### src/design/ncpa_pkg.sv
// Shared types, constants and microprogram for the nodal curve point adder.
package ncpa_pkg;

    localparam logic [63:0] MODULUS_RESET = 64'd18446744073709551557;
    localparam int PC_W = 6;

    typedef struct packed {
        logic        mode;
        logic        first_inf;
        logic [63:0] first_x;
        logic [63:0] first_y;
        logic        second_inf;
        logic [63:0] second_x;
        logic [63:0] second_y;
    } in_req_t;

    typedef struct packed {
        logic        sum_inf;
        logic [63:0] sum_x;
        logic [63:0] sum_y;
    } out_rsp_t;

    typedef enum logic [4:0] {
        OP_SETK, OP_LDIN, OP_MOV, OP_ADD, OP_SUB, OP_MUL, OP_MULQ, OP_DIV,
        OP_JMP, OP_BEQ, OP_BNE, OP_BZ, OP_BDBL, OP_BINF1, OP_BINF2, OP_OUTP, OP_OUTI
    } op_t;

    typedef enum logic [3:0] {
        R_M, R_X1, R_Y1, R_X2, R_Y2, R_L, R_T, R_U,
        R_V, R_R0, R_R1, R_T0, R_T1, R_NR, R_NT, R_K
    } reg_t;

    localparam int NUM_REGS = 16;

    // Constant selectors for OP_SETK.
    localparam logic [1:0] K_ZERO = 2'd0;
    localparam logic [1:0] K_ONE  = 2'd1;
    localparam logic [1:0] K_ONEM = 2'd2;
    localparam logic [1:0] K_MOD  = 2'd3;

    // Field selectors for OP_LDIN.
    localparam logic [1:0] F_X1 = 2'd0;
    localparam logic [1:0] F_Y1 = 2'd1;
    localparam logic [1:0] F_X2 = 2'd2;
    localparam logic [1:0] F_Y2 = 2'd3;

    typedef struct packed {
        op_t              op;
        reg_t             dst;
        reg_t             a;
        reg_t             b;
        logic [1:0]       sel;
        logic [PC_W-1:0]  tgt;
    } instr_t;

    typedef struct packed {
        logic   load;
        logic   exec;
        instr_t ins;
    } cmd_t;

    typedef struct packed {
        logic take;
        logic done;
    } status_t;

    localparam logic [PC_W-1:0] L_LOOP  = 6'd32;
    localparam logic [PC_W-1:0] L_INV   = 6'd29;
    localparam logic [PC_W-1:0] L_DBL   = 6'd20;
    localparam logic [PC_W-1:0] L_DBLY  = 6'd21;
    localparam logic [PC_W-1:0] L_SAMEX = 6'd18;
    localparam logic [PC_W-1:0] L_ENDL  = 6'd41;
    localparam logic [PC_W-1:0] L_INV0  = 6'd44;
    localparam logic [PC_W-1:0] L_TAIL  = 6'd45;
    localparam logic [PC_W-1:0] L_INF   = 6'd53;
    localparam logic [PC_W-1:0] L_INF1  = 6'd54;
    localparam logic [PC_W-1:0] L_P1    = 6'd56;

    function automatic instr_t mk(op_t op, reg_t dst, reg_t a, reg_t b,
                                  logic [1:0] sel, logic [PC_W-1:0] tgt);
        instr_t r;
        r.op  = op;
        r.dst = dst;
        r.a   = a;
        r.b   = b;
        r.sel = sel;
        r.tgt = tgt;
        return r;
    endfunction

    function automatic instr_t ucode(logic [PC_W-1:0] pc);
        instr_t r;
        unique case (pc)
            6'd0:  r = mk(OP_SETK,  R_M,  R_M,  R_M,  K_MOD,  '0);
            6'd1:  r = mk(OP_SETK,  R_K,  R_M,  R_M,  K_ONE,  '0);
            6'd2:  r = mk(OP_LDIN,  R_T,  R_M,  R_M,  F_X1,   '0);
            6'd3:  r = mk(OP_DIV,   R_X1, R_T,  R_M,  K_ZERO, '0);
            6'd4:  r = mk(OP_LDIN,  R_T,  R_M,  R_M,  F_Y1,   '0);
            6'd5:  r = mk(OP_DIV,   R_Y1, R_T,  R_M,  K_ZERO, '0);
            6'd6:  r = mk(OP_LDIN,  R_T,  R_M,  R_M,  F_X2,   '0);
            6'd7:  r = mk(OP_DIV,   R_X2, R_T,  R_M,  K_ZERO, '0);
            6'd8:  r = mk(OP_LDIN,  R_T,  R_M,  R_M,  F_Y2,   '0);
            6'd9:  r = mk(OP_DIV,   R_Y2, R_T,  R_M,  K_ZERO, '0);
            6'd10: r = mk(OP_BDBL,  R_M,  R_M,  R_M,  K_ZERO, L_DBL);
            6'd11: r = mk(OP_BINF1, R_M,  R_M,  R_M,  K_ZERO, L_INF1);
            6'd12: r = mk(OP_BINF2, R_M,  R_M,  R_M,  K_ZERO, L_P1);
            6'd13: r = mk(OP_BEQ,   R_M,  R_X1, R_X2, K_ZERO, L_SAMEX);
            6'd14: r = mk(OP_SUB,   R_R1, R_X2, R_X1, K_ZERO, '0);
            6'd15: r = mk(OP_SUB,   R_U,  R_Y2, R_Y1, K_ZERO, '0);
            6'd16: r = mk(OP_ADD,   R_V,  R_X1, R_X2, K_ZERO, '0);
            6'd17: r = mk(OP_JMP,   R_M,  R_M,  R_M,  K_ZERO, L_INV);
            6'd18: r = mk(OP_BNE,   R_M,  R_Y1, R_Y2, K_ZERO, L_INF);
            6'd19: r = mk(OP_JMP,   R_M,  R_M,  R_M,  K_ZERO, L_DBLY);
            6'd20: r = mk(OP_BINF1, R_M,  R_M,  R_M,  K_ZERO, L_INF);
            6'd21: r = mk(OP_BZ,    R_M,  R_Y1, R_M,  K_ZERO, L_INF);
            6'd22: r = mk(OP_ADD,   R_V,  R_X1, R_X1, K_ZERO, '0);
            6'd23: r = mk(OP_ADD,   R_U,  R_V,  R_X1, K_ZERO, '0);
            6'd24: r = mk(OP_SETK,  R_T,  R_M,  R_M,  K_ONEM, '0);
            6'd25: r = mk(OP_ADD,   R_T,  R_T,  R_T,  K_ZERO, '0);
            6'd26: r = mk(OP_ADD,   R_U,  R_U,  R_T,  K_ZERO, '0);
            6'd27: r = mk(OP_MUL,   R_U,  R_U,  R_X1, K_ZERO, '0);
            6'd28: r = mk(OP_ADD,   R_R1, R_Y1, R_Y1, K_ZERO, '0);
            6'd29: r = mk(OP_MOV,   R_R0, R_M,  R_M,  K_ZERO, '0);
            6'd30: r = mk(OP_SETK,  R_T0, R_M,  R_M,  K_ZERO, '0);
            6'd31: r = mk(OP_SETK,  R_T1, R_M,  R_M,  K_ONEM, '0);
            6'd32: r = mk(OP_BZ,    R_M,  R_R1, R_M,  K_ZERO, L_ENDL);
            6'd33: r = mk(OP_DIV,   R_NR, R_R0, R_R1, K_ZERO, '0);
            6'd34: r = mk(OP_MULQ,  R_T,  R_T1, R_M,  K_ZERO, '0);
            6'd35: r = mk(OP_SUB,   R_NT, R_T0, R_T,  K_ZERO, '0);
            6'd36: r = mk(OP_MOV,   R_R0, R_R1, R_M,  K_ZERO, '0);
            6'd37: r = mk(OP_MOV,   R_R1, R_NR, R_M,  K_ZERO, '0);
            6'd38: r = mk(OP_MOV,   R_T0, R_T1, R_M,  K_ZERO, '0);
            6'd39: r = mk(OP_MOV,   R_T1, R_NT, R_M,  K_ZERO, '0);
            6'd40: r = mk(OP_JMP,   R_M,  R_M,  R_M,  K_ZERO, L_LOOP);
            6'd41: r = mk(OP_BNE,   R_M,  R_R0, R_K,  K_ZERO, L_INV0);
            6'd42: r = mk(OP_MUL,   R_L,  R_U,  R_T0, K_ZERO, '0);
            6'd43: r = mk(OP_JMP,   R_M,  R_M,  R_M,  K_ZERO, L_TAIL);
            6'd44: r = mk(OP_SETK,  R_L,  R_M,  R_M,  K_ZERO, '0);
            6'd45: r = mk(OP_MUL,   R_T,  R_L,  R_L,  K_ZERO, '0);
            6'd46: r = mk(OP_SUB,   R_T,  R_T,  R_V,  K_ZERO, '0);
            6'd47: r = mk(OP_SETK,  R_U,  R_M,  R_M,  K_ONEM, '0);
            6'd48: r = mk(OP_SUB,   R_T,  R_T,  R_U,  K_ZERO, '0);
            6'd49: r = mk(OP_SUB,   R_U,  R_X1, R_T,  K_ZERO, '0);
            6'd50: r = mk(OP_MUL,   R_U,  R_U,  R_L,  K_ZERO, '0);
            6'd51: r = mk(OP_SUB,   R_U,  R_U,  R_Y1, K_ZERO, '0);
            6'd52: r = mk(OP_OUTP,  R_M,  R_T,  R_U,  K_ZERO, '0);
            6'd53: r = mk(OP_OUTI,  R_M,  R_M,  R_M,  K_ZERO, '0);
            6'd54: r = mk(OP_BINF2, R_M,  R_M,  R_M,  K_ZERO, L_INF);
            6'd55: r = mk(OP_OUTP,  R_M,  R_X2, R_Y2, K_ZERO, '0);
            6'd56: r = mk(OP_OUTP,  R_M,  R_X1, R_Y1, K_ZERO, '0);
            default: r = mk(OP_OUTI, R_M, R_M,  R_M,  K_ZERO, '0);
        endcase
        return r;
    endfunction

endpackage

### src/design/ncpa_ram.sv
// Generic single-write, dual-read RAM with registered read data.
module ncpa_ram #(
    parameter int WIDTH = 64,
    parameter int DEPTH = 16
) (
    input  logic                     clk,
    input  logic                     we,
    input  logic [$clog2(DEPTH)-1:0] waddr,
    input  logic [WIDTH-1:0]         wdata,
    input  logic [$clog2(DEPTH)-1:0] raddr_a,
    input  logic [$clog2(DEPTH)-1:0] raddr_b,
    output logic [WIDTH-1:0]         rdata_a,
    output logic [WIDTH-1:0]         rdata_b
);

    logic [WIDTH-1:0] mem_reg [DEPTH];

    always_ff @(posedge clk)
    begin
        if (we)
        begin
            mem_reg[waddr] <= wdata;
        end
        rdata_a <= mem_reg[raddr_a];
        rdata_b <= mem_reg[raddr_b];
    end

endmodule

### src/design/ncpa_datapath.sv
// Datapath: register RAM, modular adder, serial multiplier and serial divider.
module ncpa_datapath #(
    parameter int W = 64
) (
    input  logic              clk,
    input  logic              rst_n,
    input  logic [63:0]       modulus,
    input  ncpa_pkg::in_req_t in_req,
    input  ncpa_pkg::cmd_t    cmd,
    output ncpa_pkg::status_t status,
    output ncpa_pkg::out_rsp_t out_rsp
);

    localparam int CW = $clog2(W);

    ncpa_pkg::in_req_t in_reg;
    ncpa_pkg::out_rsp_t rsp_reg;
    ncpa_pkg::instr_t ins;

    logic [W-1:0] mw;
    logic [W-1:0] fm;
    logic [W-1:0] ra;
    logic [W-1:0] rb;
    logic [W-1:0] add_r;
    logic [W-1:0] sub_r;
    logic [W-1:0] kval;
    logic [W-1:0] fld;
    logic [W-1:0] alu;
    logic [W-1:0] qm;
    logic         wr_en;
    logic [W-1:0] wr_data;

    logic          busy_reg;
    logic          is_div_reg;
    logic [CW-1:0] cnt_reg;
    logic          last;
    logic [W-1:0]  ma_reg;
    logic [W-1:0]  mb_reg;
    logic [W-1:0]  acc_reg;
    logic [W-1:0]  m2;
    logic [W-1:0]  acc_next;
    logic [W-1:0]  dn_reg;
    logic [W-1:0]  dd_reg;
    logic [W-1:0]  drem_reg;
    logic [W-1:0]  dq_reg;
    logic [W-1:0]  q_reg;
    logic [W:0]    dtry;
    logic          dge;
    logic [W-1:0]  drem_next;
    logic [W-1:0]  dq_next;
    logic          start;

    function automatic logic [W-1:0] madd(logic [W-1:0] a, logic [W-1:0] b,
                                          logic [W-1:0] m);
        logic [W:0] s;
        s = {1'b0, a} + {1'b0, b};
        if (s >= {1'b0, m})
        begin
            s = s - {1'b0, m};
        end
        return s[W-1:0];
    endfunction

    assign ins = cmd.ins;
    assign mw  = modulus[W-1:0];
    assign fm  = (mw[W-1:1] == '0) ? W'(1) : mw;

    ncpa_ram #(
        .WIDTH(W),
        .DEPTH(ncpa_pkg::NUM_REGS)
    ) u_regs (
        .clk     (clk),
        .we      (wr_en),
        .waddr   (ins.dst),
        .wdata   (wr_data),
        .raddr_a (ins.a),
        .raddr_b (ins.b),
        .rdata_a (ra),
        .rdata_b (rb)
    );

    assign add_r = madd(ra, rb, fm);
    assign sub_r = (ra >= rb) ? (ra - rb) : (ra - rb + fm);
    assign qm    = (q_reg == fm) ? '0 : q_reg;

    always_comb
    begin
        case (ins.sel)
            ncpa_pkg::K_ZERO: kval = '0;
            ncpa_pkg::K_ONE:  kval = W'(1);
            ncpa_pkg::K_ONEM: kval = (fm == W'(1)) ? '0 : W'(1);
            default:          kval = fm;
        endcase
        case (ins.sel)
            ncpa_pkg::F_X1: fld = in_reg.first_x[W-1:0];
            ncpa_pkg::F_Y1: fld = in_reg.first_y[W-1:0];
            ncpa_pkg::F_X2: fld = in_reg.second_x[W-1:0];
            default:        fld = in_reg.second_y[W-1:0];
        endcase
    end

    // Serial units: one multiplier bit or one quotient bit per cycle.
    assign last      = busy_reg && (cnt_reg == '0);
    assign m2        = madd(acc_reg, acc_reg, fm);
    assign acc_next  = mb_reg[W-1] ? madd(m2, ma_reg, fm) : m2;
    assign dtry      = {drem_reg, dn_reg[W-1]};
    assign dge       = dtry >= {1'b0, dd_reg};
    assign drem_next = dge ? W'(dtry - {1'b0, dd_reg}) : dtry[W-1:0];
    assign dq_next   = {dq_reg[W-2:0], dge};

    always_comb
    begin
        alu   = ra;
        wr_en = 1'b0;
        start = 1'b0;
        case (ins.op) inside
            ncpa_pkg::OP_SETK: alu = kval;
            ncpa_pkg::OP_LDIN: alu = fld;
            ncpa_pkg::OP_ADD:  alu = add_r;
            ncpa_pkg::OP_SUB:  alu = sub_r;
            default:           alu = ra;
        endcase
        case (ins.op) inside
            ncpa_pkg::OP_SETK, ncpa_pkg::OP_LDIN, ncpa_pkg::OP_MOV,
            ncpa_pkg::OP_ADD, ncpa_pkg::OP_SUB:
                wr_en = cmd.exec;
            ncpa_pkg::OP_MUL, ncpa_pkg::OP_MULQ, ncpa_pkg::OP_DIV:
                start = cmd.exec;
            default:
                wr_en = 1'b0;
        endcase
        wr_data = alu;
        if (last)
        begin
            wr_en   = 1'b1;
            wr_data = is_div_reg ? drem_next : acc_next;
        end
    end

    always_comb
    begin
        case (ins.op)
            ncpa_pkg::OP_JMP:   status.take = 1'b1;
            ncpa_pkg::OP_BEQ:   status.take = (ra == rb);
            ncpa_pkg::OP_BNE:   status.take = (ra != rb);
            ncpa_pkg::OP_BZ:    status.take = (ra == '0);
            ncpa_pkg::OP_BDBL:  status.take = in_reg.mode;
            ncpa_pkg::OP_BINF1: status.take = in_reg.first_inf;
            ncpa_pkg::OP_BINF2: status.take = in_reg.second_inf;
            default:            status.take = 1'b0;
        endcase
        status.done = last;
    end

    always_ff @(posedge clk or negedge rst_n)
    begin
        if (!rst_n)
        begin
            busy_reg   <= 1'b0;
            is_div_reg <= 1'b0;
            cnt_reg    <= '0;
        end
        else if (start)
        begin
            busy_reg   <= 1'b1;
            is_div_reg <= (ins.op == ncpa_pkg::OP_DIV);
            cnt_reg    <= CW'(W - 1);
        end
        else if (busy_reg)
        begin
            busy_reg <= !last;
            cnt_reg  <= cnt_reg - 1'b1;
        end
    end

    always_ff @(posedge clk)
    begin
        if (cmd.load)
        begin
            in_reg <= in_req;
        end
        if (start)
        begin
            acc_reg  <= '0;
            drem_reg <= '0;
            dq_reg   <= '0;
            dn_reg   <= ra;
            dd_reg   <= rb;
            if (ins.op == ncpa_pkg::OP_MULQ)
            begin
                ma_reg <= qm;
                mb_reg <= ra;
            end
            else
            begin
                ma_reg <= ra;
                mb_reg <= rb;
            end
        end
        else if (busy_reg)
        begin
            acc_reg  <= acc_next;
            mb_reg   <= mb_reg << 1;
            drem_reg <= drem_next;
            dq_reg   <= dq_next;
            dn_reg   <= dn_reg << 1;
            if (last && is_div_reg)
            begin
                q_reg <= dq_next;
            end
        end
        if (cmd.exec && ins.op == ncpa_pkg::OP_OUTP)
        begin
            rsp_reg.sum_inf <= 1'b0;
            rsp_reg.sum_x   <= 64'(ra);
            rsp_reg.sum_y   <= 64'(rb);
        end
        else if (cmd.exec && ins.op == ncpa_pkg::OP_OUTI)
        begin
            rsp_reg.sum_inf <= 1'b1;
            rsp_reg.sum_x   <= '0;
            rsp_reg.sum_y   <= '0;
        end
    end

    assign out_rsp = rsp_reg;

endmodule

### config.mk
export PLATFORM = sky130hd
export DESIGN_NAME = ncpa_datapath
export DESIGN_NICKNAME = d
export VERILOG_FILES = /design/src/design/ncpa_pkg.sv /design/src/design/ncpa_ram.sv /design/src/design/ncpa_datapath.sv
export SDC_FILE = /design/constraint.sdc
export NUM_CORES = 2
export LEC_CHECK = 0
export BUFFER_PORTS_ARGS = -buffer_cell sky130_fd_sc_hd__buf_2
export CORE_UTILIZATION = 40
export CTS_CLUSTER_SIZE = 25
export DETAILED_ROUTE_END_ITERATION = 12
export GPL_TIMING_DRIVEN = 1
export MAX_ROUTING_LAYER = met4
export PLACE_DENSITY_LB_ADDON = 0.12
export SETUP_SLACK_MARGIN = 0.5
export SYNTH_ARGS = -nofsm -noshare
export SYNTH_HDL_FRONTEND = slang
export SYNTH_SLANG_ARGS = --single-unit
### constraint.sdc
create_clock -name clk -period 28 [get_ports clk]
set_input_delay 4.2 -clock clk [delete_from_list [all_inputs] [get_ports clk]]
set_output_delay 4.2 -clock clk [all_outputs]
set_load 0.02 [all_outputs]
==> flow_summary.ini <==
[timing]
worst_slew_pin_slew_ns = 1.335
rsz0062_at_grt = no
fin_crit_sh = 0.6559
max_slew_margin = 0.1048
finalHoldViolations = 0
fmaxAchievable_mhz = 54.45
fin_skew_ns = 0.07864
min_period_ns = 18.36
drv_slew = 0
fin_tns_setup_ns = 0
setup_viol = 0

[power]
p_leak_nw = 51.13
ir_drop_v = 0.0001477
p_per_area_nw_per_um2 = 130.5
p_total_mw = 17.73

[routing]
drtIter0Drc = 11310
route.vias.total = 92940
drc = 0
firstDrtPassIters = 9
drtAntennaViolNets = 0
avgRoutedWirePerCell_um = 35.82
vias_per_cell = 6.322
routed_wl_mm = 526.6

[worst_setup_path]
arrival_ns = 18.88
r2r_slack_ns = 13.24
cp_slowest_cell = a211oi_1
slowest_delay_ns = 1.11
r2r-start = acc_reg[37]
r2r_cells = 37
cp.required_ns = 28.51
start_kind = primary input
end_kind = flop
reg2reg_to = u_regs.mem_reg[0][45]
worstPathMaxFanout = 34
worstSetupPathType = primary input to flop

[min_path]
min_from = dq_reg[37]
min_to = q_reg[38]
min_path_type = flop to flop
whs_path_depth = 0

[logic_synthesis]
syn_nets = 11080
synth_seq_cells = 2059
avgSynthCellArea_um2 = 11.86
synth_top_area_cell = edfxtp_1
ys_types = 116
ys_seq_area_frac = 0.4837
netlist.area_leader.share = 0.4292
syn_area_um2 = 121100
ys.flop_type = edfxtp_1
syn_inst = 10210
synth-edff-count = 1731
async_flop_share = 0.003885
yosys_warnings = 0
yosys-top-cells-area = edfxtp_1, mux4_2, dfxtp_1

[grt]
grt_pass1_wl_mm = 719.2
grt_overflow = 0
antenna_found_initial = 68
grt_util_all_layers = 0.3463
grt_pass1_vias = 90160
grt_max_degree = 140

[clocking]
cts_resized = 0
clkTransAtPathRegs_ns = 0.07
clockBufferDepth = 4
cts_root_buf = clkbuf_16
cts_inserted_buffers = 224
h-tree-depth = 4
worstSkewPairLatency_ns = 0.93
cts_tree = yes
cts_setup_buffers = 0
clock_sinks = 2059
cts_hold_buf = 0

[die]
initial_core_util = 0.4030
chipWidth_um = 552.3
rows = 201
die-area_um2 = 305000
core_um2 = 300500
io_pins = 483
die_height_um = 552.3

[placed_design]
placed_cells = 14240
place.gp.congestion = 1.003
hpwl_mm = 397.0
port_buffers = 476

[layout]
fin_cells = 14700
final_layout_size_suffix_gt1_frac = 0.1843
largest_reg_flops = 1024
fillers = 27740
final_util = 0.4520
multi_input_area_um2 = 58790
seqCellArea_um2 = 58590
nets = 11380
syn_to_final_growth_pct = 12.17

[status]
status = finished, final reports clean

[job]
cap_violations = 0
[metal layers]
| layer | track usage | part of all wire | wire length [µm] | vias to the layer above |
|---|---|---|---|---|
| li1 | - | - | - | 40020 |
| met1 | 0.4739 | 0.43 | 227600 | 47950 |
| met2 | 0.5243 | 0.45 | 237400 | 4206 |
| met3 | 0.04208 | 0.071 | 37210 | 766 |
| met4 | 0.1384 | 0.046 | 24390 | 0 |
| met5 | - | 0 | 0 | - |
[worst max-delay path by stage]
stage | slack [ns] | depth (start not counted) | startpoint | end
after global routing | 9.62 | 39 | modulus[38] | u_regs.mem_reg[0][45]
after CTS | 9.95 | 38 | modulus[43] | u_regs.mem_reg[0][45]
after global placement | 9.09 | 39 | modulus[38] | u_regs.mem_reg[10][45]
final | 9.64 | 38 | modulus[43] | u_regs.mem_reg[0][45]
after floorplan | 14.27 | 8 | cmd[20] | q_reg[0]
after detailed placement | 9.04 | 38 | modulus[43] | u_regs.mem_reg[14][45]
[final cells by class]
class	instances	area share
Timing Repair Buffer	741	0.03318
Inverter	391	0.01088
Tap cell	3958	0.03645
Antenna cell	45	0.0008289
Clock buffer	296	0.04496
Multi-Input combinational cell	7089	0.4328
Clock inverter	121	0.009634
Sequential cell	2059	0.4313
[worst max-delay path: cells and delay by family]
family	cells	cell delay (ns)
simple gates	16	6.54
compound gates	11	4.42
buf+inv	6	1.71
mux	2	1.06
fa+ha+maj	2	0.73
xor+xnor	1	0.08
[Yosys cell counts, types with 28 or more instances]
| master | instances |
|---|---|
| edfxtp_1 | 1731 |
| nand2_1 | 854 |
| a21oi_1 | 780 |
| mux4_2 | 704 |
| nor2_1 | 602 |
| clkbuf_1 | 522 |
| ha_1 | 512 |
| o21ai_0 | 499 |
| inv_1 | 383 |
| xnor2_1 | 358 |
| dfxtp_1 | 320 |
| mux2i_1 | 271 |
| a21o_1 | 224 |
| and2_1 | 175 |
| xor2_1 | 166 |
| nand4_1 | 148 |
| nand3_1 | 147 |
| nor3_1 | 143 |
| a211oi_1 | 121 |
| o211ai_1 | 105 |
| o21bai_1 | 103 |
| buf_1 | 93 |
| nor4_1 | 88 |
| a31oi_1 | 76 |
| a221oi_1 | 73 |
| a22o_1 | 72 |
| o21a_1 | 67 |
| nor2b_1 | 65 |
| o31ai_1 | 56 |
| nand2b_1 | 54 |
| and3_1 | 52 |
| mux2_2 | 43 |
| a21boi_0 | 36 |
| buf_2 | 32 |
| o22ai_1 | 28 |
[through the flow]
step                hold WS [ns]  worst slack, ns  instance area [µm²]
floorplan                 0.4076            14.27               121100
global placement          0.4258            9.091               128300
detailed placement        0.4196            9.043               128300
CTS                       0.4391            9.948               135700
global route              0.4571            9.618               135800
finish                    0.4416            9.635               135800
[power breakdown]
part	total, mW	internal [mW]	switching [mW]
Sequential	3.98	3.76	0.217
Combinational	10.7	3.60	7.13
Clock	3.02	1.72	1.30
[placed cells by master, fill, tap and decap left out, types with 29 or more instances in the layout]
| cell | instances |
|---|---|
| dfxtp_1 | 320 |
| a21o_1 | 224 |
| nand4_1 | 148 |
| a31oi_1 | 76 |
| a221oi_1 | 71 |
| o21ai_1 | 31 |
| o21a_1 | 67 |
| nand3_1 | 145 |
| clkbuf_1 | 51 |
| nor2b_1 | 65 |
| a21boi_0 | 31 |
| xor2_1 | 166 |
| nor4_1 | 86 |
| mux4_2 | 704 |
| and2_1 | 175 |
| o21bai_1 | 103 |
| nor3_1 | 134 |
| clkinv_1 | 29 |
| clkinv_2 | 48 |
| o21ai_0 | 493 |
| buf_2 | 465 |
| mux2_2 | 43 |
| a21oi_1 | 778 |
| xnor2_1 | 358 |
| a22o_1 | 72 |
| a211oi_1 | 119 |
| nand2b_1 | 54 |
| inv_1 | 382 |
| and3_1 | 51 |
| nand2_1 | 852 |
| buf_4 | 264 |
| diode_2 | 45 |
| clkbuf_16 | 226 |
| o31ai_1 | 50 |
| o211ai_1 | 105 |
| ha_1 | 512 |
| nor2_1 | 582 |
| edfxtp_1 | 1731 |
| mux2i_1 | 271 |
[logic make-up (layout without fill, tap and decap cells)]
logic type / after synthesis / in the layout / synth area share
compound gates: 2559 / 2559 / 0.1364
simple gates: 2457 / 2457 / 0.09523
flops: 2059 / 2059 / 0.4837
buf+inv: 1063 / 1549 / 0.03415
mux: 1029 / 1029 / 0.1583
xor+xnor: 524 / 524 / 0.03789
fa+ha+maj: 520 / 520 / 0.05422
other cells: 0 / 45 / 0
(Power assumes the default switching activity.)
